### src/design/uesba_pkg.sv
// Shared types and constants of the USB endpoint slot and buffer allocator.
// No dependencies.
package uesba_pkg;

  localparam int unsigned EpW   = 4;
  localparam int unsigned SizeW = 11;
  localparam int unsigned AddrW = 12;
  localparam int unsigned PtrW  = 13;
  localparam int unsigned SlotW = 3;
  localparam int unsigned CodeW = EpW + 1;

  localparam int unsigned PaddrW = 3;
  localparam int unsigned PdataW = 32;

  // Word index of the buffer top register, from paddr[PaddrW-1:2].
  localparam logic [PaddrW-3:0] RegBufferTop = '0;

  localparam logic [PtrW-1:0]  BufTopReset      = 13'h1000;
  localparam logic [SizeW-1:0] ControlSizeReset = 11'd64;

  typedef enum logic [1:0] {
    KIND_CLEAR   = 2'd0,
    KIND_SET_IN  = 2'd1,
    KIND_SET_OUT = 2'd2,
    KIND_LOOKUP  = 2'd3
  } kind_e;

  typedef enum logic [1:0] {
    STATUS_OK        = 2'd0,
    STATUS_NO_SLOT   = 2'd1,
    STATUS_NO_SPACE  = 2'd2,
    STATUS_NOT_FOUND = 2'd3
  } status_e;

  // Commands from the sequencer to the datapath.
  typedef struct packed {
    logic capture;  // latch the request
    logic search;   // match and claim slots, start the entry read
    logic eval;     // compute and load the result, commit state
  } cmd_t;

endpackage

### src/design/uesba_if.sv
// Request and response channel interfaces of the endpoint slot allocator.
// Depends on uesba_pkg.
interface uesba_req_if import uesba_pkg::*; ();
  logic             valid;
  logic             ready;
  kind_e            kind;
  logic [EpW-1:0]   ep_number;
  logic             direction_in;
  logic [SizeW-1:0] packet_size;

  modport source (output valid, kind, ep_number, direction_in, packet_size, input ready);
  modport sink   (input valid, kind, ep_number, direction_in, packet_size, output ready);
endinterface

interface uesba_rsp_if import uesba_pkg::*; ();
  logic             valid;
  logic             ready;
  status_e          status;
  logic [SlotW-1:0] slot;
  logic             slot_valid;
  logic [AddrW-1:0] buf_start;
  logic [AddrW-1:0] buf_end;
  logic [SizeW-1:0] max_packet;

  modport source (output valid, status, slot, slot_valid, buf_start, buf_end, max_packet,
                  input ready);
  modport sink   (input valid, status, slot, slot_valid, buf_start, buf_end, max_packet,
                  output ready);
endinterface

### src/design/uesba_ram.sv
// Generic single-write, single-read RAM with registered read data.
// No dependencies.
module uesba_ram #(
  parameter int unsigned WIDTH = 35,
  parameter int unsigned DEPTH = 6,
  localparam int unsigned AW = (DEPTH > 1) ? $clog2(DEPTH) : 1
) (
  input  logic             clk_i,
  input  logic             we_i,
  input  logic [AW-1:0]    waddr_i,
  input  logic [WIDTH-1:0] wdata_i,
  input  logic             re_i,
  input  logic [AW-1:0]    raddr_i,
  output logic [WIDTH-1:0] rdata_o
);

  logic [WIDTH-1:0] mem_q [DEPTH];
  logic [WIDTH-1:0] rdata_q;

  always_ff @(posedge clk_i) begin
    if (we_i) begin
      mem_q[waddr_i] <= wdata_i;
    end
    if (re_i) begin
      rdata_q <= mem_q[raddr_i];
    end
  end

  assign rdata_o = rdata_q;

endmodule

### src/design/uesba_ctrl.sv
// Request sequencer of the endpoint slot allocator: capture, search, evaluate.
// Depends on uesba_pkg.
module uesba_ctrl import uesba_pkg::*; (
  input  logic clk_i,
  input  logic rst_ni,
  input  logic req_valid_i,
  input  logic rsp_ready_i,
  output logic req_ready_o,
  output logic rsp_valid_o,
  output cmd_t cmd_o
);

  typedef enum logic [2:0] {
    ST_IDLE   = 3'b001,
    ST_SEARCH = 3'b010,
    ST_EVAL   = 3'b100
  } state_e;

  state_e state_q, state_d;
  logic   rsp_valid_q, rsp_valid_d;
  logic   out_free;

  assign out_free = !rsp_valid_q || rsp_ready_i;

  always_comb begin
    state_d     = state_q;
    cmd_o       = '0;
    rsp_valid_d = rsp_valid_q && !rsp_ready_i;
    case (state_q)
      ST_IDLE: begin
        if (req_valid_i) begin
          cmd_o.capture = 1'b1;
          state_d       = ST_SEARCH;
        end
      end
      ST_SEARCH: begin
        cmd_o.search = 1'b1;
        state_d      = ST_EVAL;
      end
      ST_EVAL: begin
        // hold until the output register can take the new result
        if (out_free) begin
          cmd_o.eval  = 1'b1;
          rsp_valid_d = 1'b1;
          state_d     = ST_IDLE;
        end
      end
      default: begin
        state_d = ST_IDLE;
      end
    endcase
  end

  always_ff @(posedge clk_i or negedge rst_ni) begin
    if (!rst_ni) begin
      state_q     <= ST_IDLE;
      rsp_valid_q <= 1'b0;
    end else begin
      state_q     <= state_d;
      rsp_valid_q <= rsp_valid_d;
    end
  end

  assign req_ready_o = (state_q == ST_IDLE);
  assign rsp_valid_o = rsp_valid_q;

endmodule

### src/design/uesba_dp.sv
// Datapath of the endpoint slot allocator: slot table, buffer pointer, result.
// Depends on uesba_pkg and uesba_ram.
module uesba_dp import uesba_pkg::*; #(
  parameter int unsigned SLOTS = 6
) (
  input  logic             clk_i,
  input  logic             rst_ni,
  input  cmd_t             cmd_i,
  input  kind_e            kind_i,
  input  logic [EpW-1:0]   ep_number_i,
  input  logic             direction_in_i,
  input  logic [SizeW-1:0] packet_size_i,
  input  logic             cfg_we_i,
  input  logic [PtrW-1:0]  cfg_wdata_i,
  output logic [PtrW-1:0]  buffer_top_o,
  output status_e          status_o,
  output logic [SlotW-1:0] slot_o,
  output logic             slot_valid_o,
  output logic [AddrW-1:0] buf_start_o,
  output logic [AddrW-1:0] buf_end_o,
  output logic [SizeW-1:0] max_packet_o
);

  localparam int unsigned IdxW  = (SLOTS > 1) ? $clog2(SLOTS) : 1;
  localparam int unsigned EntW  = 2 * AddrW + SizeW;

  // latched request
  kind_e            kind_q;
  logic [EpW-1:0]   ep_q;
  logic             dir_q;
  logic [SizeW-1:0] size_q;

  // slot table and allocation state
  logic [SLOTS-1:0] used_q;
  logic [CodeW-1:0] code_q [SLOTS];
  logic [PtrW-1:0]  top_q;
  logic [PtrW-1:0]  ptr_q, ptr_d;
  logic [SizeW-1:0] csize_q, csize_d;

  // search results
  logic            hit, free;
  logic [IdxW-1:0] hit_idx, free_idx;
  logic            hit_q, free_q;
  logic [IdxW-1:0] hit_idx_q, free_idx_q;

  logic             is_in, is_set, ep_zero, claim, clear;
  logic [CodeW-1:0] own_code, key;

  logic [EntW-1:0]  rdata, wdata;
  logic [AddrW-1:0] rd_start, rd_end;
  logic [SizeW-1:0] rd_size;

  logic [AddrW-1:0] rounded;
  logic             fits;
  logic [PtrW-1:0]  carve_ptr;
  logic [AddrW-1:0] carve_start, carve_end;

  status_e          res_status;
  logic [IdxW-1:0]  res_idx;
  logic             res_valid, ent_we;
  logic [AddrW-1:0] res_start, res_end;
  logic [SizeW-1:0] res_mp;

  always_ff @(posedge clk_i) begin
    if (cmd_i.capture) begin
      kind_q <= kind_i;
      ep_q   <= ep_number_i;
      dir_q  <= direction_in_i;
      size_q <= packet_size_i;
    end
  end

  assign is_set   = (kind_q == KIND_SET_IN) || (kind_q == KIND_SET_OUT);
  assign is_in    = (kind_q == KIND_LOOKUP) ? dir_q : (kind_q == KIND_SET_IN);
  assign ep_zero  = (ep_q == '0);
  assign own_code = {is_in, ep_q};
  // a set looks for the opposite direction, a lookup for its own
  assign key      = (kind_q == KIND_LOOKUP) ? own_code : {!is_in, ep_q};

  // lowest matching slot and lowest free slot
  always_comb begin
    hit      = 1'b0;
    hit_idx  = '0;
    free     = 1'b0;
    free_idx = '0;
    for (int i = SLOTS - 1; i >= 0; i--) begin
      if (used_q[i] && (code_q[i] == key)) begin
        hit     = 1'b1;
        hit_idx = IdxW'(i);
      end
      if (!used_q[i]) begin
        free     = 1'b1;
        free_idx = IdxW'(i);
      end
    end
  end

  assign claim = cmd_i.search && is_set && !ep_zero && free;
  assign clear = cmd_i.eval && (kind_q == KIND_CLEAR);

  always_ff @(posedge clk_i or negedge rst_ni) begin
    if (!rst_ni) begin
      used_q <= '0;
    end else if (clear) begin
      used_q <= '0;
    end else if (claim) begin
      used_q[free_idx] <= 1'b1;
    end
  end

  always_ff @(posedge clk_i) begin
    if (claim) begin
      code_q[free_idx] <= own_code;
    end
    if (cmd_i.search) begin
      hit_q      <= hit;
      hit_idx_q  <= hit_idx;
      free_q     <= free;
      free_idx_q <= free_idx;
    end
  end

  uesba_ram #(
    .WIDTH(EntW),
    .DEPTH(SLOTS)
  ) u_entry_ram (
    .clk_i  (clk_i),
    .we_i   (cmd_i.eval && ent_we),
    .waddr_i(free_idx_q),
    .wdata_i(wdata),
    .re_i   (cmd_i.search),
    .raddr_i(hit_idx),
    .rdata_o(rdata)
  );

  assign {rd_start, rd_end, rd_size} = rdata;
  assign wdata = {res_start, res_end, size_q};

  // Carve top-down: start = ptr - round_even(size); end = start + size - 1,
  // which reduces to ptr - 1 - size[0].
  assign rounded     = {1'b0, size_q} + AddrW'(size_q[0]);
  assign fits        = ({1'b0, rounded} <= ptr_q);
  assign carve_ptr   = ptr_q - {1'b0, rounded};
  assign carve_start = carve_ptr[AddrW-1:0];
  assign carve_end   = ptr_q[AddrW-1:0] - AddrW'(1) - AddrW'(size_q[0]);

  always_comb begin
    res_status = STATUS_OK;
    res_idx    = '0;
    res_valid  = 1'b0;
    res_start  = '0;
    res_end    = '0;
    res_mp     = '0;
    ent_we     = 1'b0;
    ptr_d      = ptr_q;
    csize_d    = csize_q;
    case (kind_q)
      KIND_CLEAR: begin
        ptr_d = top_q;
      end
      KIND_LOOKUP: begin
        if (ep_zero) begin
          res_mp = csize_q;
        end else if (hit_q) begin
          res_idx   = hit_idx_q;
          res_valid = 1'b1;
          res_start = rd_start;
          res_end   = rd_end;
          res_mp    = rd_size;
        end else begin
          res_status = STATUS_NOT_FOUND;
        end
      end
      KIND_SET_IN, KIND_SET_OUT: begin
        if (ep_zero) begin
          // control endpoint: only an IN set carves a buffer
          if (kind_q == KIND_SET_IN) begin
            if (fits) begin
              ptr_d     = carve_ptr;
              res_start = carve_start;
              res_end   = carve_end;
              res_mp    = size_q;
              csize_d   = size_q;
            end else begin
              res_status = STATUS_NO_SPACE;
            end
          end
        end else if (!free_q) begin
          res_status = STATUS_NO_SLOT;
        end else begin
          res_idx   = free_idx_q;
          res_valid = 1'b1;
          if (hit_q) begin
            // share the opposite direction's buffer
            res_start = rd_start;
            res_end   = rd_end;
            res_mp    = size_q;
            ent_we    = 1'b1;
          end else if (fits) begin
            ptr_d     = carve_ptr;
            res_start = carve_start;
            res_end   = carve_end;
            res_mp    = size_q;
            ent_we    = 1'b1;
          end else begin
            res_status = STATUS_NO_SPACE;
          end
        end
      end
      default: begin
      end
    endcase
  end

  always_ff @(posedge clk_i or negedge rst_ni) begin
    if (!rst_ni) begin
      top_q   <= BufTopReset;
      ptr_q   <= BufTopReset;
      csize_q <= ControlSizeReset;
    end else begin
      if (cfg_we_i) begin
        top_q <= cfg_wdata_i;
      end
      if (cmd_i.eval) begin
        ptr_q   <= ptr_d;
        csize_q <= csize_d;
      end
    end
  end

  // output register
  always_ff @(posedge clk_i) begin
    if (cmd_i.eval) begin
      status_o     <= res_status;
      slot_o       <= SlotW'(res_idx);
      slot_valid_o <= res_valid;
      buf_start_o  <= res_start;
      buf_end_o    <= res_end;
      max_packet_o <= res_mp;
    end
  end

  assign buffer_top_o = top_q;

endmodule

### src/design/usb_endpoint_slot_buffer_allocator.sv
// USB endpoint slot and buffer allocator. Each request (clear, set IN size,
// set OUT size, lookup) gives exactly one response. The request is latched at
// the edge that accepts it. A search step then matches the slot table and reads
// the slot's buffer entry from the entry RAM; a compute step then works out the
// result, updates the allocation pointer, writes the entry RAM and loads the
// output register. A new request is accepted as soon as that result sits in the
// output register, so requests do not overlap; a stalled response holds the
// compute step. buffer_top is written through the APB port at offset 0 and
// takes effect at the next clear.
// Depends on uesba_pkg, uesba_if, uesba_ctrl, uesba_dp and uesba_ram.
module usb_endpoint_slot_buffer_allocator import uesba_pkg::*; #(
  parameter int unsigned SLOTS = 6
) (
  input  logic              clk_i,
  input  logic              rst_ni,
  uesba_req_if.sink         req_i,
  uesba_rsp_if.source       rsp_o,
  input  logic              psel,
  input  logic              penable,
  input  logic              pwrite,
  input  logic [PaddrW-1:0] paddr,
  input  logic [PdataW-1:0] pwdata,
  output logic [PdataW-1:0] prdata,
  output logic              pready
);

  cmd_t            cmd;
  logic            cfg_hit, cfg_we;
  logic [PtrW-1:0] buffer_top;

  assign cfg_hit = (paddr[PaddrW-1:2] == RegBufferTop);
  assign cfg_we  = psel && penable && pwrite && cfg_hit;
  assign pready  = 1'b1;
  assign prdata  = cfg_hit ? PdataW'(buffer_top) : '0;

  uesba_ctrl u_ctrl (
    .clk_i      (clk_i),
    .rst_ni     (rst_ni),
    .req_valid_i(req_i.valid),
    .rsp_ready_i(rsp_o.ready),
    .req_ready_o(req_i.ready),
    .rsp_valid_o(rsp_o.valid),
    .cmd_o      (cmd)
  );

  uesba_dp #(
    .SLOTS(SLOTS)
  ) u_dp (
    .clk_i         (clk_i),
    .rst_ni        (rst_ni),
    .cmd_i         (cmd),
    .kind_i        (req_i.kind),
    .ep_number_i   (req_i.ep_number),
    .direction_in_i(req_i.direction_in),
    .packet_size_i (req_i.packet_size),
    .cfg_we_i      (cfg_we),
    .cfg_wdata_i   (pwdata[PtrW-1:0]),
    .buffer_top_o  (buffer_top),
    .status_o      (rsp_o.status),
    .slot_o        (rsp_o.slot),
    .slot_valid_o  (rsp_o.slot_valid),
    .buf_start_o   (rsp_o.buf_start),
    .buf_end_o     (rsp_o.buf_end),
    .max_packet_o  (rsp_o.max_packet)
  );

endmodule

### src/flat_wrapper.sv
// flat-port wrapper written by rule: the top's interface ports become plain ports
module usb_endpoint_slot_buffer_allocator_flat import uesba_pkg::*;
#(
  parameter int unsigned SLOTS = 6
)
  (clk_i, rst_ni, psel, penable, pwrite, paddr, pwdata, prdata, pready, req_i_valid, req_i_kind, req_i_ep_number, req_i_direction_in, req_i_packet_size, req_i_ready, rsp_o_valid, rsp_o_status, rsp_o_slot, rsp_o_slot_valid, rsp_o_buf_start, rsp_o_buf_end, rsp_o_max_packet, rsp_o_ready);
  uesba_req_if req_i_i ();
  uesba_rsp_if rsp_o_i ();
  input  logic clk_i;
  input  logic rst_ni;
  input  logic psel;
  input  logic penable;
  input  logic pwrite;
  input  logic [PaddrW-1:0] paddr;
  input  logic [PdataW-1:0] pwdata;
  output logic [PdataW-1:0] prdata;
  output logic pready;
  input wire logic [$bits(req_i_i.valid)-1:0] req_i_valid;
  input wire logic [$bits(req_i_i.kind)-1:0] req_i_kind;
  input wire logic [$bits(req_i_i.ep_number)-1:0] req_i_ep_number;
  input wire logic [$bits(req_i_i.direction_in)-1:0] req_i_direction_in;
  input wire logic [$bits(req_i_i.packet_size)-1:0] req_i_packet_size;
  output wire logic [$bits(req_i_i.ready)-1:0] req_i_ready;
  output wire logic [$bits(rsp_o_i.valid)-1:0] rsp_o_valid;
  output wire logic [$bits(rsp_o_i.status)-1:0] rsp_o_status;
  output wire logic [$bits(rsp_o_i.slot)-1:0] rsp_o_slot;
  output wire logic [$bits(rsp_o_i.slot_valid)-1:0] rsp_o_slot_valid;
  output wire logic [$bits(rsp_o_i.buf_start)-1:0] rsp_o_buf_start;
  output wire logic [$bits(rsp_o_i.buf_end)-1:0] rsp_o_buf_end;
  output wire logic [$bits(rsp_o_i.max_packet)-1:0] rsp_o_max_packet;
  input wire logic [$bits(rsp_o_i.ready)-1:0] rsp_o_ready;
  assign req_i_i.valid = req_i_valid;
  assign req_i_i.kind = req_i_kind;
  assign req_i_i.ep_number = req_i_ep_number;
  assign req_i_i.direction_in = req_i_direction_in;
  assign req_i_i.packet_size = req_i_packet_size;
  assign req_i_ready = req_i_i.ready;
  assign rsp_o_valid = rsp_o_i.valid;
  assign rsp_o_status = rsp_o_i.status;
  assign rsp_o_slot = rsp_o_i.slot;
  assign rsp_o_slot_valid = rsp_o_i.slot_valid;
  assign rsp_o_buf_start = rsp_o_i.buf_start;
  assign rsp_o_buf_end = rsp_o_i.buf_end;
  assign rsp_o_max_packet = rsp_o_i.max_packet;
  assign rsp_o_i.ready = rsp_o_ready;
  usb_endpoint_slot_buffer_allocator #(.SLOTS(SLOTS)) u_core (.clk_i(clk_i), .rst_ni(rst_ni), .req_i(req_i_i), .rsp_o(rsp_o_i), .psel(psel), .penable(penable), .pwrite(pwrite), .paddr(paddr), .pwdata(pwdata), .prdata(prdata), .pready(pready));
endmodule
### config.mk
export PLATFORM = sky130hd
export DESIGN_NAME = usb_endpoint_slot_buffer_allocator_flat
export DESIGN_NICKNAME = d
export VERILOG_FILES = /design/src/design/uesba_pkg.sv /design/src/design/uesba_if.sv /design/src/design/uesba_ram.sv /design/src/design/uesba_ctrl.sv /design/src/design/uesba_dp.sv /design/src/design/usb_endpoint_slot_buffer_allocator.sv /design/src/flat_wrapper.sv
export SDC_FILE = /design/constraint.sdc
export NUM_CORES = 1
export LEC_CHECK = 0
export BUFFER_PORTS_ARGS = -buffer_cell sky130_fd_sc_hd__clkbuf_2
export CAP_MARGIN = 20
export CORE_ASPECT_RATIO = 0.8
export CORE_MARGIN = 8
export CORE_UTILIZATION = 35
export DETAILED_ROUTE_END_ITERATION = 6
export PLACE_DENSITY_LB_ADDON = 0.2
export SETUP_SLACK_MARGIN = 0.5
export SYNTH_ARGS = -nofsm -noshare
export SYNTH_HDL_FRONTEND = slang
export SYNTH_SLANG_ARGS = --single-unit
### constraint.sdc
create_clock -name clk_i -period 11.2 [get_ports clk_i]
set_clock_uncertainty 0.05 [all_clocks]
set_input_delay 1.68 -clock clk_i [delete_from_list [all_inputs] [get_ports clk_i]]
set_output_delay 1.68 -clock clk_i [all_outputs]
set_load 0.01 [all_outputs]
==> results of run 1 <==
cells in the final DEF (no fill, tap or decap), types with 6 or more instances in the layout:
cell type,synthesis,layout
a22oi_1,14,14
conb_1,2,20
o21ai_0,27,27
a21oi_1,20,20
clkinv_2,0,10
xor2_1,22,22
nor2_1,40,35
xnor2_1,37,37
clkbuf_16,0,41
and3_1,79,79
nor2b_1,22,22
nand3_1,13,13
a211oi_1,107,107
o21a_1,9,8
clkbuf_2,0,94
o2bb2ai_1,11,11
clkbuf_1,56,6
nand4_1,7,7
mux2_2,27,27
nand2_1,48,48
a31oi_1,7,7
buf_4,20,21
dfrtp_1,43,43
inv_1,15,15
o22ai_1,9,9
nor3_1,19,17
ha_1,19,19
mux2i_1,35,35
edfxtp_1,342,342
clkinv_1,0,9
layout make-up:
class | count | area [µm²]
sequential | 389 | 11450
multi-input combinational | 655 | 4637
tap | 620 | 775.7
clock buffer | 47 | 1049
clock inverter | 24 | 170.2
fill | 4372 | 27920
timing repair buffer | 116 | 655.6
inverter | 17 | 68.82
worst min-delay path by stage:
stage	to	slack (ns)	cells after the start
after floorplan	u_core.u_dp.csize_q[0]$_DFFE_PN0P_	0.43	1
after global placement	u_core.u_dp.csize_q[8]$_DFFE_PN0P_	0.44	1
after detailed placement	u_core.u_dp.csize_q[10]$_DFFE_PN0P_	0.45	1
after CTS	u_core.u_dp.csize_q[10]$_DFFE_PN0P_	0.46	1
after global routing	u_core.u_dp.csize_q[1]$_DFFE_PN0P_	0.47	1
final	u_core.u_dp.csize_q[9]$_DFFE_PN0P_	0.46	1
per-stage QoR:
step / power [W] / std cells / hold WS, ns / setup WS (ns)
after floorplan: 0.002551 / 1143 / 0.4315 / 4.008
final: 0.004111 / 1868 / 0.4564 / 6.615
after detailed placement: 0.002880 / 1796 / 0.4472 / 6.291
after CTS: 0.004144 / 1867 / 0.4608 / 6.653
after global routing: 0.004314 / 1868 / 0.4658 / 6.309
after global placement: 0.002872 / 1796 / 0.4400 / 6.332
state kept, by name, summed over array words and instances (netlist names), 4 cells and up:
signal / flops
u_core.u_dp.buffer_top_o: 13
u_core.u_dp.max_packet_o: 11
u_core.u_dp.used_q: 6
u_core.u_dp.csize_q: 11
u_core.u_dp.size_q: 11
u_core.u_dp.buf_start_o: 12
u_core.u_dp.ptr_q: 13
u_core.u_dp.u_entry_ram.mem_q: 210
u_core.u_dp.buf_end_o: 12
u_core.u_dp.code_q: 30
u_core.u_dp.u_entry_ram.rdata_o: 35
u_core.u_dp.ep_q: 4
worst register-to-register path, stage by stage (launching register included):
cell,delay (ns)
edfxtp_1,0.58
ha_1,0.46
inv_1,0.06
ha_1,0.39
and4b_1,0.26
nor3_1,0.06
a21oi_1,0.27
o211ai_1,0.18
nand2_1,0.21
and2_1,0.25
nand2_1,0.43
o21ai_0,1.02
power breakdown:
part	switching, W	internal (W)	leakage (nW)
clock network	0.000539	0.000716	0.607
registers	0.000134	0.00181	3.71
logic	0.000588	0.000323	2.35
cell families (layout without fill, tap and decap cells):
logic type      Yosys count  in the layout
buf+inv                  99            204
flops                   389            389
simple gates            261            261
other cells               2             20
mux                      62             62
xor+xnor                 59             59
compound gates          234            234
fa+ha+maj                19             19
layer usage:
metal / GRT usage, % / vias up / wire, µm
met1: 20.74 / 4853 / 18750
met2: 23.62 / 214 / 19110
met4: 2.712 / 0 / 524
met3: 2.510 / 41 / 1922
met5: 0 / - / 0
li1: - / 4506 / -
==> impl_metrics.json, run 1 <==
{
  "start_kind": "flip-flop",
  "ys_top_cells_by_area": "edfxtp_1 (62%), dfrtp_1 (6.5%), a211oi_1 (4.9%)",
  "hold_viol": 0,
  "period_share_pct": 40.94,
  "worst_path_max_delay_cell": "o21ai_0",
  "viasPerCell": 5.147,
  "crit_path_start": "u_core.u_dp.size_q[0]$_DFFE_PP_",
  "period_needed_ns": 4.585,
  "die_area_mm2": 0.05425,
  "postCtsHoldBufs": 0,
  "endpoint": "u_core.u_dp.buf_start_o[11]$_DFFE_PP_",
  "hpwl_um": 23900,
  "cts_tree": "yes",
  "fin_setup_tns_ns": 0,
  "synthMuxAreaShare_pct": 3.977,
  "cts-root-buf": "clkbuf_16",
  "hold_start": "u_core.u_dp.csize_q[9]$_DFFE_PN0P_",
  "pwr_density_cell_mw_per_mm2": 218.6,
  "synth.most_common_cell": "edfxtp_1",
  "cts.reportedPaths.clkPinSlew_ns": 0.06,
  "synth_compound_area_share_pct": 10.15,
  "core_mm2": 0.04673,
  "clk_latency_ns": 0.54,
  "tightest_slew_ns": 1.091,
  "finalNetCount": 1298,
  "place_area_mm2": 0.01756,
  "synth_common_cells": "edfxtp_1 (342), a211oi_1 (107), and3_1 (79), clkbuf_1 (56), nand2_1 (48)",
  "r2r-end": "u_core.u_dp.buf_start_o[11]$_DFFE_PP_",
  "rr_worst_depth": 11,
  "ys_ff_latch": 389,
  "synth_top_family_by_area": "compound AO/OA/AOI/OAI gates",
  "design_area_mm2": 0.01881,
  "power_leakage_nw": 6.661,
  "grt_max_degree": 71,
  "synth_edf_count": 342,
  "die_y_um": 209.9,
  "cp_max_fo": 16,
  "drcViolationCount": 0,
  "grt_pass1_vias": 9753,
  "layout-drive-gt1-share_pct": 17.87,
  "finalSetupViolCount": 0,
  "drv_cap": 0,
  "yosys.area_share.simple_pct": 8.600,
  "gp_congestion": 0.8149,
  "final_antenna_net_count": 0,
  "synth_area_leader_cell": "edfxtp_1",
  "post_cts_buffers": 0,
  "diodes": 0,
  "worst-path-stages": 11,
  "die_x_um": 258.4,
  "fmax_mhz": 218.1,
  "rsz0062_at_grt": "false",
  "gr-total-overflow": 0,
  "timing.reg2reg.setup_slack_ns": 6.61,
  "yosysTopAreaCellShare_pct": 62.41,
  "cp_num_buf_inv": 1,
  "clock_sinks": 389,
  "rows": 71,
  "clk_path_buf_depth": 3,
  "routed_wl_um": 40310,
  "wl_per_cell_um": 21.58,
  "dr.pass1.iters": 5,
  "synth-adder-area-share_pct": 1.445,
  "cp_top_family": "compound AO/OA/AOI/OAI gates",
  "slew_viol_final": 0,
  "htreeDepth": 2,
  "netlist_area_mm2": 0.01645,
  "cts_made_buffers": 40,
  "vias": 9614,
  "syn_inst": 1125,
  "ys.flop_type": "edfxtp_1",
  "cts_resized": 0,
  "yosys.area_share.xor_xnor_pct": 3.140,
  "cp_data_arrival_time_ns": 4.72,
  "crit_required_ns": 11.33,
  "r2r-start": "u_core.u_dp.size_q[0]$_DFFE_PP_",
  "port_buffers": 94,
  "grt_pass1_wl_um": 61270,
  "worstHoldPathType": "reg -> reg",
  "critPathKind": "reg -> reg",
  "start_util_pct": 35.21,
  "yosys_warnings": 0,
  "async_flop_share_pct": 12.08,
  "synth.avg_cell_area_um2": 14.63,
  "max_slew_margin_pct": 26.50,
  "status": "finished, final reports clean",
  "antenna_found_initial": 0,
  "synthToLayoutAreaGrowth_pct": 14.30,
  "final_util_pct": 40.25,
  "drt_iter0_drc": 710,
  "cp_cell_sequence": "ha_1 -> inv_1 -> ha_1 -> and4b_1 -> nor3_1 -> a21oi_1 -> o211ai_1 -> nand2_1 -> and2_1 -> nand2_1 -> o21ai_0",
  "max-vdd-ir-drop_mv": 0.1104,
  "cpPeakStageDelay_ns": 1.02,
  "grt_use_total_pct": 14.60,
  "seq_area_frac_synth_pct": 69.59,
  "yosysUniqueCellTypes": 62,
  "endpoint_kind": "flip-flop",
  "io_pins": 136
}
Note: power is estimated with default switching activity, not from simulation.
==> run 2: changes to the inputs <==
clock period = 3.69 ns   (was 11.2 ns; I/O delays follow)
==> run 2 against run 1 <==
Combinational power increased to 4.5 times the previous value. Sequential cell count unchanged. Clock power increased to 3.6 times the previous value. Power increased to 3.5 times the previous value. Largest power group unchanged. Highest routed layer unchanged.
==> impl_metrics.json, run 2 (synthesis results as in run 1) <==
{
  "clk_path_buf_depth": 3,
  "grt_use_total_pct": 15.56,
  "finalSetupViolCount": 0,
  "layout-drive-gt1-share_pct": 30.15,
  "dp_slack_ns": 0.2339,
  "cts_tree": "yes",
  "finalNetCount": 1388,
  "cp_max_fo": 6,
  "htreeDepth": 2,
  "period_share_pct": 91.19,
  "io_pins": 136,
  "final_util_pct": 44.78,
  "die_y_um": 209.9,
  "met1_usage_pct": 23.16,
  "setup_ws_ns": 0.3252,
  "gr-total-overflow": 0,
  "cts_made_buffers": 41,
  "fin_setup_tns_ns": 0,
  "place_area_mm2": 0.01819,
  "wl_per_cell_um": 22.77,
  "rsz0062_at_grt": "true",
  "critPathKind": "reg -> reg",
  "use_met2_pct": 23.02,
  "endpoint_kind": "flip-flop",
  "crit_required_ns": 3.97,
  "dr.pass1.iters": 5,
  "start_util_pct": 35.21,
  "rows": 71,
  "grt_pass1_vias": 9987,
  "pwr_density_cell_mw_per_mm2": 694.2,
  "regMostFlops": "u_core.u_dp.u_entry_ram.mem_q",
  "slew_viol_final": 0,
  "layout_commonest_cell": "edfxtp_1",
  "vias": 10190,
  "diodes": 0,
  "drt_iter0_drc": 813,
  "start_kind": "flip-flop",
  "clock_sinks": 389,
  "hpwl_um": 26430,
  "die_area_mm2": 0.05425,
  "final_antenna_net_count": 0,
  "cts-root-buf": "clkbuf_16",
  "port_buffers": 94,
  "holdWs_ns": 0.1136,
  "hold_viol": 0,
  "antenna_found_initial": 0,
  "worstHoldPathType": "in -> reg",
  "core_mm2": 0.04673,
  "design_area_mm2": 0.02093,
  "grt_most_used_layer": "met1",
  "power_leakage_nw": 7.498,
  "cp_data_arrival_time_ns": 3.65,
  "final_cell_mix": "edfxtp_1 (342), a211oi_1 (99), clkbuf_2 (94), and3_1 (75), buf_4 (53)",
  "grt_pass1_wl_um": 64790,
  "period_needed_ns": 3.365,
  "synthToLayoutAreaGrowth_pct": 27.17,
  "grt_max_degree": 71,
  "drcViolationCount": 0,
  "routed_wl_um": 44630,
  "max_slew_margin_pct": 49.80,
  "drv_cap": 0,
  "gp_congestion": 0.8544,
  "clk_latency_ns": 0.56,
  "cts.reportedPaths.clkPinSlew_ns": 0.06,
  "status": "finished, final reports clean",
  "viasPerCell": 5.196,
  "tightest_slew_ns": 0.7476,
  "largest_reg_flops": 210,
  "fmax_mhz": 297.2,
  "max-vdd-ir-drop_mv": 0.2729,
  "grtUsageMet3_pct": 3.239,
  "die_x_um": 258.4
}
==> run 2: cell types whose count changed in the layout (fill, tap and decap cells not counted), moves of 10 or more <==
cell	delta
buf_12	+19
buf_4	+32
buf_6	+27
clkbuf_16	+10
o21ai_0	-18
o21ai_4	+15
==> run 2: stage by stage <==
step,power [W],cells
detailed placement,0.009162,1844
finish,0.01453,1960
floorplan,0.007791,1143
CTS,0.01400,1936
global route,0.01517,1960
global placement,0.009138,1844
==> run 2: layout make-up <==
cell class,count,area (µm²)
Fill cell,4197,25800
Timing Repair Buffer,205,1833
Sequential cell,389,11450
Clock inverter,26,399.1
Inverter,17,76.32
Clock buffer,48,1105
Tap cell,620,775.7
Multi-Input combinational cell,655,5285
==> run 2: worst max-delay path, stage by stage (launching register included) <==
cell	delay [ns]
edfxtp_1	0.43
and3_4	0.27
and4_4	0.24
nand2_2	0.07
xor2_2	0.16
ha_2	0.20
a21o_1	0.18
or3_1	0.32
o211ai_1	0.29
nand2_2	0.16
o2111ai_4	0.21
or2_4	0.17
nor2_4	0.04
buf_12	0.17
clkbuf_16	0.16
==> run 2: repair_timing <==
item / 4_1_cts / 5_1_grt
gates resized for setup: 47 / 106
gates cloned: 2 / 9
setup endpoints to repair: 406 / 447
endpoints found under the hold margin: 19 / 0
pin swaps: 17 / 43
setup buffers: 15 / 15
hold buffers: 1 / 0
==> run 2: final timing paths <==
path	from	to	slack, ns	cells after the start
setup / recovery	u_core.u_dp.size_q[2]$_DFFE_PP_	u_core.u_dp.u_entry_ram.mem_q[2][23]$_DFFE_PP_	0.33	14
hold / removal	req_i_packet_size[5]	u_core.u_dp.size_q[5]$_DFFE_PP_	0.11	1
setup reg to reg	u_core.u_dp.size_q[2]$_DFFE_PP_	u_core.u_dp.u_entry_ram.mem_q[2][23]$_DFFE_PP_	0.33	14
hold reg to reg	u_core.u_dp.csize_q[10]$_DFFE_PN0P_	u_core.u_dp.csize_q[10]$_DFFE_PN0P_	0.46	1
max in group asynchronous	rst_ni	u_core.u_dp.csize_q[6]$_DFFE_PN1P_	2.26	3
min in group asynchronous	rst_ni	u_core.u_dp.buffer_top_o[2]$_DFFE_PN0P_	0.47	2
==> run 2: power breakdown <==
part | total [W] | internal, W | switching (W)
Clock | 0.00456 | 0.00280 | 0.00176
Combinational | 0.00408 | 0.00167 | 0.00241
Sequential | 0.00589 | 0.00549 | 0.000399
Total | 0.0145 | 0.00996 | 0.00457
==> run 2: routing by layer <==
layer  vias to the layer above  share of wire, %
met2                       294                44
met1                      5156                48
met5                         -                 0
li1                       4693                 -
met4                         0               1.6
met3                        42               6.2
==> run 3: changes to the inputs <==
==> constraint.sdc (replaced) <==
create_clock -name clk_i -period 3.69 [get_ports clk_i]
set_clock_uncertainty 0.05 [all_clocks]
set_input_delay 0.9225 -clock clk_i [delete_from_list [all_inputs] [get_ports clk_i]]
set_output_delay 0.9225 -clock clk_i [all_outputs]
set_load 0.01 [all_outputs]
==> run 3 against run 2 <==
Non-clock buffer count rose by 9. Global-route usage is 0.24 points higher. Count of clock-buffer cells in the layout is 7 higher. First-iteration DRC count is 2.1% lower. Hold slack improved by 0.32 ns. Worst setup slack worse by 0.23 ns. Sequential power hardly changed. Final area down 0.53%. Sequential cell count unchanged. Largest power group unchanged. Highest routed layer unchanged.
==> impl_metrics.json, run 3 (synthesis results as in run 1) <==
{
  "final_util_pct": 44.54,
  "cp_cell_sequence": "buf_6 -> buf_6 -> and4_4 -> nand2_4 -> xor2_2 -> ha_2 -> a21o_1 -> or3_4 -> o211ai_1 -> nand2_2 -> buf_6 -> o2111ai_4 -> buf_6 -> nor3_4 -> buf_6 -> buf_12",
  "clk_latency_ns": 0.58,
  "antenna_found_initial": 0,
  "start_kind": "flip-flop",
  "largest_reg_flops": 210,
  "endpoint_kind": "flip-flop",
  "fmax_mhz": 278.1,
  "drcViolationCount": 0,
  "io_pins": 136,
  "gp_congestion": 0.8320,
  "final_antenna_net_count": 0,
  "hold_viol": 0,
  "period_share_pct": 97.45,
  "hpwl_um": 26150,
  "layout_commonest_cell": "edfxtp_1",
  "fill_cells": 4241,
  "grt_use_total_pct": 15.80,
  "pwr_density_cell_mw_per_mm2": 669.1,
  "vias": 10290,
  "rsz0062_at_grt": "true",
  "final_cell_mix": "edfxtp_1 (342), a211oi_1 (106), clkbuf_2 (94), and3_1 (76), buf_4 (67)",
  "max-vdd-ir-drop_mv": 0.4036,
  "cts.reportedPaths.clkPinSlew_ns": 0.06,
  "core_mm2": 0.04673,
  "clk_path_buf_depth": 3,
  "grt_pass1_wl_um": 65440,
  "start_util_pct": 35.21,
  "cpPeakStageDelay_ns": 0.53,
  "regMostFlops": "u_core.u_dp.u_entry_ram.mem_q",
  "finalNetCount": 1398,
  "htreeDepth": 2,
  "layout-drive-gt1-share_pct": 29.29,
  "grt_max_degree": 59,
  "finalSetupViolCount": 0,
  "dr.pass1.iters": 5,
  "diodes": 0,
  "synthToLayoutAreaGrowth_pct": 26.49,
  "gr-total-overflow": 0,
  "cp_top_family": "simple AND/OR/NAND/NOR gates",
  "status": "finished, final reports clean",
  "period_needed_ns": 3.596,
  "cts_made_buffers": 42,
  "worstHoldPathType": "in -> async",
  "clock_sinks": 389,
  "cts-root-buf": "clkbuf_16",
  "postCtsHoldBufs": 0,
  "drv_cap": 0,
  "drt_iter0_drc": 796,
  "cp_num_buf_inv": 6,
  "die_y_um": 209.9,
  "viasPerCell": 5.216,
  "slew_viol_final": 0,
  "port_buffers": 94,
  "fin_setup_tns_ns": 0,
  "cts_tree": "yes",
  "grt_pass1_vias": 9940,
  "die_area_mm2": 0.05425,
  "wl_per_cell_um": 22.78,
  "rows": 71,
  "critPathKind": "reg -> reg",
  "tightest_slew_ns": 0.9527,
  "die_x_um": 258.4,
  "routed_wl_um": 44930,
  "worst_path_max_delay_cell": "edfxtp_1",
  "cp_max_fo": 14,
  "crit_required_ns": 3.95,
  "cpMostUsedCell": "buf_6",
  "max_slew_margin_pct": 36.49,
  "cp_data_arrival_time_ns": 3.86,
  "power_leakage_nw": 7.471
}
[run 3: cell types whose count changed in the layout (fill, tap and decap cells not counted), sizes merged]
| cell | change |
|---|---|
| dlygate4sd3 | -1 |
| bufinv | -7 |
| clkinv | +7 |
| buf | +13 |
| clkbuf | +4 |
| clkinvlp | -4 |
[run 3: what timing repair did]
action / in CTS / in global routing
endpoints found under the setup margin: 442 / 447
setup buffers: 28 / 11
gates resized for setup: 87 / 56
cloned: 7 / 7
pin swaps: 10 / 28
[run 3: per-stage QoR]
stage,cell area [µm²],worst slack (ns),total power (W),instances,hold WS [ns]
after detailed placement,18210,0.1028,0.009177,1842,0.4466
final,20810,0.09399,0.01393,1972,0.4353
after global routing,20810,0.02426,0.01453,1972,0.4417
after global placement,18210,0.1301,0.009143,1842,0.4407
after floorplan,16640,0.1118,0.007791,1143,0.4315
after CTS,20340,0.2466,0.01373,1954,0.4366
[run 3: final cells by class]
cell class                 instances  area [µm²]  share of cell area [%]
clock inverter                    22       175.2                  0.8416
clock buffer                      55        1121                   5.386
multi-input combinational        655        5301                   25.47
sequential                       389       11450                   55.02
tap                              620       775.7                   3.727
inverter                          17       76.32                  0.3667
timing repair buffer             214        1913                   9.191
[run 3: path summary, 6_finish.rpt]
kind                                                     from                                             end  slack (ns)  cells past startpoint
setup reg to reg              u_core.u_dp.size_q[1]$_DFFE_PP_  u_core.u_dp.u_entry_ram.mem_q[0][25]$_DFFE_PP_        0.09                     16
max in group asynchronous                              rst_ni              u_core.u_dp.csize_q[6]$_DFFE_PN1P_        2.30                      2
hold / removal                                         rst_ni             u_core.u_ctrl.rsp_valid_o$_DFF_PN0_        0.44                      1
min in group clk_i         u_core.u_dp.csize_q[2]$_DFFE_PN0P_              u_core.u_dp.csize_q[2]$_DFFE_PN0P_        0.46                      1
setup / recovery              u_core.u_dp.size_q[1]$_DFFE_PP_  u_core.u_dp.u_entry_ram.mem_q[0][25]$_DFFE_PP_        0.09                     16
hold reg to reg            u_core.u_dp.csize_q[2]$_DFFE_PN0P_              u_core.u_dp.csize_q[2]$_DFFE_PN0P_        0.46                      1
[run 3: power by group]
part	leakage [nW]	switching, W	internal, W	total, W
combinational	3.13	0.00233	0.00168	0.00400
clock	0.628	0.00172	0.00229	0.00402
sequential	3.71	0.000414	0.00549	0.00590
total	7.47	0.00447	0.00946	0.0139
[run 3: metal layers]
layer | vias up | GRT usage, % | share of wire, % | wire [µm]
li1 | 4713 | - | - | -
met5 | - | 0 | 0 | 0
met2 | 279 | 22.93 | 44 | 19590
met4 | 0 | 3.952 | 1.5 | 695
met3 | 43 | 3.000 | 5.9 | 2633
met1 | 5251 | 24.06 | 49 | 22010
[run 3: worst register-to-register path: stages (launching register included)]
cell       delay (ns)
edfxtp_1         0.53
buf_6            0.16
buf_6            0.09
and4_4           0.23
nand2_4          0.06
xor2_2           0.16
ha_2             0.21
a21o_1           0.20
or3_4            0.39
o211ai_1         0.28
nand2_2          0.11
buf_6            0.14
o2111ai_4        0.21
buf_6            0.15
nor3_4           0.05
buf_6            0.15
buf_12           0.15
